[src/hw/rtl/ttl_pkg.sv]
// Package for the throttle thrust limiter: field widths, register reset
// values, codes and the request/result payload structs. No dependencies.
package ttl_pkg;

  // Field widths
  localparam int LEVEL_BITS   = 15;
  localparam int SECONDS_BITS = 16;
  localparam int FACTOR_BITS  = 9;
  localparam int NOW_BITS     = 32;
  localparam int CMD_BITS     = 7;
  localparam int CFG_BITS     = 16;
  localparam int CFG_IDX_BITS = 2;

  // Default width of the time base.
  localparam int TIME_BITS_DEF = 32;

  // Register reset values
  localparam logic [LEVEL_BITS-1:0]   LIMIT_RESET    = 15'd25600;
  localparam logic [SECONDS_BITS-1:0] HOLD_RESET     = 16'd0;
  localparam logic [SECONDS_BITS-1:0] COOLDOWN_RESET = 16'd0;
  localparam logic [FACTOR_BITS-1:0]  FACTOR_RESET   = 9'd256;

  // Full weight of the smoother and the command ceiling
  localparam logic [FACTOR_BITS-1:0] FACTOR_FULL = 9'd256;
  localparam logic [CMD_BITS-1:0]    CMD_MAX     = 7'd100;

  // Configuration register indexes
  typedef enum logic [CFG_IDX_BITS-1:0] {
    CFG_LIMIT_LEVEL      = 2'd0,
    CFG_HOLD_SECONDS     = 2'd1,
    CFG_COOLDOWN_SECONDS = 2'd2,
    CFG_SMOOTHING_FACTOR = 2'd3
  } ttl_cfg_idx_t;

  // Request operations
  typedef enum logic [0:0] {
    OP_UPDATE = 1'b0,
    OP_PRIME  = 1'b1
  } ttl_op_t;

  // Limiter modes
  typedef enum logic [1:0] {
    MODE_NORMAL   = 2'd0,
    MODE_EXCEEDED = 2'd1,
    MODE_LOCKED   = 2'd2,
    MODE_COOLDOWN = 2'd3
  } ttl_mode_t;

  // Request payload
  typedef struct packed {
    ttl_op_t               operation;
    logic [LEVEL_BITS-1:0] demand;
    logic [NOW_BITS-1:0]   now_seconds;
  } ttl_in_t;

  // Result payload
  typedef struct packed {
    logic [CMD_BITS-1:0] motor_command;
    ttl_mode_t           limit_state;
  } ttl_out_t;

endpackage

[src/hw/rtl/ttl_stream_if.sv]
// Valid/ready stream channel carrying one payload of a given type.
// Used with the payload structs of ttl_pkg.
interface ttl_stream_if #(
  parameter type payload_t = logic
);

  logic     valid;
  logic     ready;
  payload_t payload;

  modport source (output valid, output payload, input ready);
  modport sink   (input valid, input payload, output ready);

endinterface

[src/hw/rtl/throttle_thrust_limiter_core.sv]
// Throttle thrust limiter with lock/cooldown state and command smoothing.
// Depends on ttl_pkg and ttl_stream_if.
// An update request passes through the input register and then the result register.
// Throughput: one request per cycle unless a pending result is not taken; the
// state updates in the compute stage, so back-to-back requests see the previous one's state.
// A prime request loads the smoother and gives no result.
// Reset (rst_n low, synchronous): registers to their defaults, mode normal,
// timestamp and smoothed level zero, both pipeline stages empty.
module throttle_thrust_limiter_core #(
  parameter int TIME_BITS = ttl_pkg::TIME_BITS_DEF
) (
  input  logic                                 clk,
  input  logic                                 rst_n,
  ttl_stream_if.sink                           in_chan,
  ttl_stream_if.source                         out_chan,
  input  logic                                 cfg_we,
  input  logic [ttl_pkg::CFG_IDX_BITS-1:0]     cfg_index,
  input  logic [ttl_pkg::CFG_BITS-1:0]         cfg_wdata
);

  import ttl_pkg::*;

  // Configuration registers
  logic [LEVEL_BITS-1:0]   limit_level_r;
  logic [SECONDS_BITS-1:0] hold_seconds_r;
  logic [SECONDS_BITS-1:0] cooldown_seconds_r;
  logic [FACTOR_BITS-1:0]  smoothing_factor_r;

  // Limiter state
  ttl_mode_t              mode_r, mode_nxt;
  logic [TIME_BITS-1:0]   stamp_r;
  logic                   stamp_load;
  logic [LEVEL_BITS-1:0]  level_r, level_nxt;

  // Pipeline registers
  logic     s1_valid_r;
  ttl_in_t  s1_item_r;
  logic     out_valid_r, out_valid_nxt;
  ttl_out_t out_item_r;

  // Datapath signals
  logic                  out_free;
  logic                  s1_go;
  logic                  s1_update;
  logic [TIME_BITS-1:0]  now_w;
  logic [TIME_BITS-1:0]  elapsed;
  logic                  over;
  logic                  clamp;
  logic [LEVEL_BITS-1:0] value;
  logic [FACTOR_BITS-1:0] weight;
  logic signed [LEVEL_BITS:0]     diff;
  logic signed [FACTOR_BITS:0]    weight_s;
  logic signed [LEVEL_BITS+FACTOR_BITS+1:0] prod;
  logic signed [LEVEL_BITS+FACTOR_BITS+2:0] acc;
  logic [LEVEL_BITS-1:0] smooth_new;
  logic [LEVEL_BITS:0]   cmd_sum;
  logic [LEVEL_BITS-8:0] cmd_raw;
  logic [CMD_BITS-1:0]   cmd;

  // Configuration writes
  always_ff @(posedge clk) begin
    if (!rst_n) begin
      limit_level_r      <= LIMIT_RESET;
      hold_seconds_r     <= HOLD_RESET;
      cooldown_seconds_r <= COOLDOWN_RESET;
      smoothing_factor_r <= FACTOR_RESET;
    end else if (cfg_we) begin
      unique case (ttl_cfg_idx_t'(cfg_index))
        CFG_LIMIT_LEVEL:      limit_level_r      <= cfg_wdata[LEVEL_BITS-1:0];
        CFG_HOLD_SECONDS:     hold_seconds_r     <= cfg_wdata[SECONDS_BITS-1:0];
        CFG_COOLDOWN_SECONDS: cooldown_seconds_r <= cfg_wdata[SECONDS_BITS-1:0];
        CFG_SMOOTHING_FACTOR: smoothing_factor_r <= cfg_wdata[FACTOR_BITS-1:0];
        default: ;
      endcase
    end
  end

  // Handshake: a prime leaves the compute stage without needing the output.
  assign out_free       = !out_valid_r || out_chan.ready;
  assign s1_update      = (s1_item_r.operation == OP_UPDATE);
  assign s1_go          = s1_valid_r && (!s1_update || out_free);
  assign in_chan.ready  = !s1_valid_r || s1_go;
  assign out_chan.valid   = out_valid_r;
  assign out_chan.payload = out_item_r;

  // Input register
  always_ff @(posedge clk) begin
    if (!rst_n) begin
      s1_valid_r <= 1'b0;
    end else if (in_chan.ready) begin
      s1_valid_r <= in_chan.valid;
    end
  end

  always_ff @(posedge clk) begin
    if (in_chan.valid && in_chan.ready) begin
      s1_item_r <= in_chan.payload;
    end
  end

  // Time base and elapsed time since entering the exceeded or cooldown mode
  assign now_w   = TIME_BITS'(s1_item_r.now_seconds);
  assign elapsed = now_w - stamp_r;
  assign over    = s1_item_r.demand > limit_level_r;

  // Mode transitions
  always_comb begin
    mode_nxt   = mode_r;
    stamp_load = 1'b0;
    unique case (mode_r)
      MODE_NORMAL: begin
        if (over) begin
          mode_nxt   = MODE_EXCEEDED;
          stamp_load = 1'b1;
        end
      end
      MODE_EXCEEDED: begin
        if (over && (hold_seconds_r != '0) &&
            (elapsed > TIME_BITS'(hold_seconds_r))) begin
          mode_nxt = MODE_LOCKED;
        end
      end
      MODE_LOCKED: begin
        // After the clamp the value is never above the limit.
        mode_nxt   = MODE_COOLDOWN;
        stamp_load = 1'b1;
      end
      MODE_COOLDOWN: begin
        if (elapsed > TIME_BITS'(cooldown_seconds_r)) begin
          mode_nxt = MODE_NORMAL;
        end
      end
      default: ;
    endcase
  end

  // Clamp output of the mode logic
  always_comb begin
    clamp = 1'b0;
    unique case (mode_r) inside
      MODE_LOCKED, MODE_COOLDOWN: clamp = over;
      default:                    clamp = 1'b0;
    endcase
  end

  assign value = clamp ? limit_level_r : s1_item_r.demand;

  // Smoother: level + (value - level) * w, rounded half up.
  assign weight   = (smoothing_factor_r > FACTOR_FULL) ? FACTOR_FULL : smoothing_factor_r;
  assign diff     = $signed({1'b0, value}) - $signed({1'b0, level_r});
  assign weight_s = $signed({1'b0, weight});
  assign prod     = diff * weight_s;
  assign acc      = $signed({4'b0, level_r, 8'b0}) + (LEVEL_BITS+FACTOR_BITS+3)'(prod)
                    + (LEVEL_BITS+FACTOR_BITS+3)'(128);
  assign smooth_new = acc[LEVEL_BITS+7:8];

  // Percent command, rounded and capped.
  assign cmd_sum = {1'b0, smooth_new} + (LEVEL_BITS+1)'(128);
  assign cmd_raw = cmd_sum[LEVEL_BITS:8];
  assign cmd     = (cmd_raw > 8'(CMD_MAX)) ? CMD_MAX : cmd_raw[CMD_BITS-1:0];

  assign level_nxt = s1_update ? smooth_new : s1_item_r.demand;

  // Limiter state registers
  always_ff @(posedge clk) begin
    if (!rst_n) begin
      mode_r  <= MODE_NORMAL;
      stamp_r <= '0;
      level_r <= '0;
    end else if (s1_go) begin
      level_r <= level_nxt;
      if (s1_update) begin
        mode_r <= mode_nxt;
        if (stamp_load) begin
          stamp_r <= now_w;
        end
      end
    end
  end

  // Result register
  always_comb begin
    out_valid_nxt = out_valid_r;
    if (s1_go && s1_update) begin
      out_valid_nxt = 1'b1;
    end else if (out_chan.ready) begin
      out_valid_nxt = 1'b0;
    end
  end

  always_ff @(posedge clk) begin
    if (!rst_n) begin
      out_valid_r <= 1'b0;
    end else begin
      out_valid_r <= out_valid_nxt;
    end
  end

  always_ff @(posedge clk) begin
    if (s1_go && s1_update) begin
      out_item_r.motor_command <= cmd;
      out_item_r.limit_state   <= mode_nxt;
    end
  end

endmodule
[src/flat_wrapper.sv]
// flat-port wrapper written by rule: the top's interface ports become plain ports
module throttle_thrust_limiter_core_flat import ttl_pkg::*;
#(
  parameter int TIME_BITS = ttl_pkg::TIME_BITS_DEF
)
  (clk, rst_n, cfg_we, cfg_index, cfg_wdata, in_chan_valid, in_chan_payload, in_chan_ready, out_chan_valid, out_chan_payload, out_chan_ready);
  ttl_stream_if in_chan_i ();
  ttl_stream_if out_chan_i ();
  input  logic clk;
  input  logic rst_n;
  input  logic cfg_we;
  input  logic [ttl_pkg::CFG_IDX_BITS-1:0] cfg_index;
  input  logic [ttl_pkg::CFG_BITS-1:0] cfg_wdata;
  input wire logic [$bits(in_chan_i.valid)-1:0] in_chan_valid;
  input wire logic [$bits(in_chan_i.payload)-1:0] in_chan_payload;
  output wire logic [$bits(in_chan_i.ready)-1:0] in_chan_ready;
  output wire logic [$bits(out_chan_i.valid)-1:0] out_chan_valid;
  output wire logic [$bits(out_chan_i.payload)-1:0] out_chan_payload;
  input wire logic [$bits(out_chan_i.ready)-1:0] out_chan_ready;
  assign in_chan_i.valid = in_chan_valid;
  assign in_chan_i.payload = in_chan_payload;
  assign in_chan_ready = in_chan_i.ready;
  assign out_chan_valid = out_chan_i.valid;
  assign out_chan_payload = out_chan_i.payload;
  assign out_chan_i.ready = out_chan_ready;
  throttle_thrust_limiter_core #(.TIME_BITS(TIME_BITS)) u_core (.clk(clk), .rst_n(rst_n), .in_chan(in_chan_i), .out_chan(out_chan_i), .cfg_we(cfg_we), .cfg_index(cfg_index), .cfg_wdata(cfg_wdata));
endmodule
[config.mk]
export PLATFORM = sky130hd
export DESIGN_NAME = throttle_thrust_limiter_core_flat
export DESIGN_NICKNAME = d
export VERILOG_FILES = /design/src/hw/rtl/ttl_pkg.sv /design/src/hw/rtl/ttl_stream_if.sv /design/src/hw/rtl/throttle_thrust_limiter_core.sv /design/src/flat_wrapper.sv
export SDC_FILE = /design/constraint.sdc
export NUM_CORES = 1
export LEC_CHECK = 0
export ABC_AREA = 1
export CAP_MARGIN = 25
export CORE_MARGIN = 5
export CORE_UTILIZATION = 60
export CTS_CLUSTER_SIZE = 12
export DETAILED_ROUTE_END_ITERATION = 16
export DONT_BUFFER_PORTS = 1
export PLACE_DENSITY_LB_ADDON = 0.1
export SYNTH_ARGS = -nofsm -noshare
export SYNTH_HDL_FRONTEND = slang
export SYNTH_SLANG_ARGS = --single-unit
[constraint.sdc]
create_clock -name clk -period 2.9 [get_ports clk]
set_input_delay 0.145 -clock clk [delete_from_list [all_inputs] [get_ports clk]]
set_output_delay 0.145 -clock clk [all_outputs]
set_load 0.05 [all_outputs]
==> summary.md <==
| Metric | Value |
|---|---|
| Worst-Margin Slew | `0.553 ns` |
| Number of remaining DRC errors | `0` |
| Antenna violations before repair | `0` |
| Area Overhead vs Synth | `9.91%` |
| Number of clock sinks | `23` |
| Setup-failing EPs final | `0` |
| Final-report hold violation count | `0` |
| Io pins | `27` |
| Hold Crit Class | `in -> reg` |
| Minimum clock period after layout | `2.06 ns` |
| Post-CTS setup buffer count | `0` |
| CTS tree | `built` |
| Initial DRC count | `24` |
| Num CTS Buffers | `3` |
| Achievable frequency | `487 MHz` |
| Critical Path RT | `3.08 ns` |
| Vias in the first global route | `1006` |
| Top-area cell type share of the netlist area | `33.3%` |
| Worst clock skew | `0.000922 ns` |
| # diodes | `0` |
| Synth area leaders | `dfxtp_1 33%, nand2_1 12%, ha_1 8.9%` |
| R2R Path Start | `u_core.now_w[0]` |
| Vias post-DR | `1147` |
| DR pass1 iterations | `4` |
| Arr. time, crit path | `2.23 ns` |
| Dpl hpwl | `1730 µm` |
| Filler instances | `162` |
| Reg2reg setup slack | `0.84 ns` |
| Die H | `55.9 µm` |
| First-pass GRT wire length | `4170 µm` |
| Cell Rows | `16` |
| Synthesized area | `1260 µm²` |
| Core area | `1980 µm²` |
| Die Wd | `55.9 µm` |
| Vias per inst | `5.29` |
| Worst-path fanout max | `10` |
| Kind of critical path | `reg -> reg` |
| Root Buffer Master | `clkbuf_4` |
| Status | `finished clean` |
| Slew headroom | `63.0%` |
| LEAKAGE | `0.654 nW` |
| Crit share post-route | `70.9%` |
| Routed Antenna Nets | `0` |
| Total track usage | `16.1%` |
| Final setup TNS | `0 ns` |
| Final Max Slew Viols | `0` |
| Initial Util | `63.7%` |
| Yosys warning count | `0` |
| Sequential area share after synthesis | `38.1%` |
| Grt total ovfl | `0` |
| Largest net degree at the start of global routing | `29` |
| Worst R2R Path Depth | `9` |
| Port buffer count | `0` |
| Hold Crit Depth | `2` |
| Yosys reg bits | `23` |
| Hold EP | `u_core.cooldown_seconds_r[6]` |
| Avg Synthesized Cell Area | `6.90 µm²` |
| Die area | `3120 µm²` |
| H-tree depth | `1` |
| Drt wl/cell | `11.4 µm` |
| Setup crit end kind | `register` |
| Clock slew seen by the registers of the worst setup and hold paths | `0.13 ns` |
| HP Start | `cfg_wdata[6]` |
| Synth unique cells | `21` |
| Peak supply drop | `0.398 mV` |
| Unrepaired setup endpoints after global routing | `no` |
| Hold buffer count at cts | `8` |
| Power Density | `416 nW/µm²` |
| Cell count after synthesis | `183` |
| GP Congestion | `0.782` |
| Max-Cap Viols | `0` |
| Critical Path Source Type | `register` |
| Final Util | `70.0%` |
| Syn Nets | `216` |
| Pwr Total | `0.000577 W` |
| Nets@finish | `224` |
| Area leader, netlist | `dfxtp_1` |
| R2R Path End | `u_core.out_chan.payload` |
| Layout cells sized above 1 | `6.32%` |
| Final wirelength | `2480 µm` |
| Clk Latency, worst-skew pair | `0.32 ns` |
| Clock Path Buffers | `2` |
| Post_cts resized | `0` |
==> registers in the layout, indices dropped and copies added (netlist names), named ones only <==
signal	flops
u_core.now_w	1
u_core.s1_valid_r	1
u_core.stamp_r	1
u_core.mode_r	1
u_core.out_chan.valid	1
u_core.out_chan.payload	1
u_core.cooldown_seconds_r	16
==> through the flow <==
| stage | cells | hold slack [ns] | setup WS (ns) | area [µm²] |
|---|---|---|---|---|
| detailed placement | 204 | 0.244 | 0.882 | 1270 |
| global placement | 204 | 0.244 | 0.909 | 1270 |
| finish | 217 | 0.0154 | 0.845 | 1390 |
| CTS | 216 | 0.00288 | 0.848 | 1380 |
| global route | 217 | 0.0258 | 0.656 | 1390 |
| floorplan | 183 | 0.244 | 1.09 | 1260 |
==> synthesized netlist by cell type <==
| cell type | count |
|---|---|
| a31oi_1 | 1 |
| edfxtp_1 | 2 |
| nand3_2 | 1 |
| nand3_1 | 7 |
| o21ai_1 | 5 |
| ha_1 | 9 |
| inv_2 | 1 |
| and2_1 | 1 |
| dfxtp_1 | 21 |
| nor2_1 | 20 |
| a31o_2 | 2 |
| o21ai_0 | 15 |
| buf_6 | 1 |
| inv_6 | 1 |
| nand2_2 | 1 |
| nand4_1 | 3 |
| clkbuf_1 | 6 |
| nand2_1 | 39 |
| inv_1 | 28 |
| a21oi_1 | 18 |
| nor2_2 | 1 |
==> worst max-delay path by stage <==
stage	startpoint	endpoint	slack, ns	cells after the start
6_report	u_core.now_w[0]	u_core.out_chan.payload	0.84	9
5_1_grt	u_core.now_w[0]	register	0.66	11
4_1_cts	u_core.now_w[0]	u_core.out_chan.payload	0.85	9
3_5_place_dp	u_core.now_w[0]	u_core.out_chan.payload	0.88	9
3_3_place_gp	u_core.now_w[0]	u_core.out_chan.payload	0.91	9
2_1_floorplan	u_core.now_w[0]	u_core.out_chan.payload	1.09	9
==> cell type report <==
type,instances,area [µm²],area share [%]
inverter,30,118,8.48
timing repair buffer,10,97.6,7.03
clock inverter,1,5.00,0.361
clock buffer,3,22.5,1.62
sequential,23,480,34.6
multi-input combinational,123,631,45.4
tap,27,33.8,2.43
==> metal layers <==
layer  track usage, %  share of wire (%)  vias up
met5                0                  0        -
met4             6.10                1.0        0
met3             2.78                4.8        3
met2             28.9                 51       29
met1             18.9                 43      516
li1                 -                  -      599
==> cell usage in the layout (no fill, tap or decap) <==
master,count
edfxtp_1,2
nor2_1,20
a31o_2,2
clkbuf_4,3
dlygate4sd3_1,9
a31oi_1,1
inv_1,28
and2_1,1
o21ai_0,15
nand2_2,1
dfxtp_1,21
inv_2,1
ha_1,9
nor2_2,1
nand2_1,39
nand3_1,7
nand4_1,3
buf_4,1
inv_6,1
a21oi_1,18
clkinv_2,1
o21ai_1,5
nand3_2,1
==> report_power, final <==
part	total (W)	internal (W)	switching (W)
Sequential	0.000346	0.000335	0.0000114
Combinational	0.0000781	0.0000317	0.0000464
Clock	0.000152	0.0000517	0.000101
==> worst max-delay path, cell delays in order (launching register included) <==
cell and delay (ns):
edfxtp_1 0.38, inv_1 0.11, ha_1 0.38, ha_1 0.31, a31o_2 0.23, inv_1 0.05
nand2_1 0.04, a21oi_1 0.17, nand3_2 0.10, a31oi_1 0.13
==> kinds of logic (layout without fill, tap and decap cells) <==
kind of cell | after synthesis | after routing | share of synthesized area (%)
compound gates | 41 | 41 | 16.9
fa+ha+maj | 9 | 9 | 8.92
buf+inv | 37 | 44 | 12.0
flops | 23 | 23 | 38.1
simple gates | 73 | 73 | 24.1
Note: power is estimated with default switching activity, not from simulation.
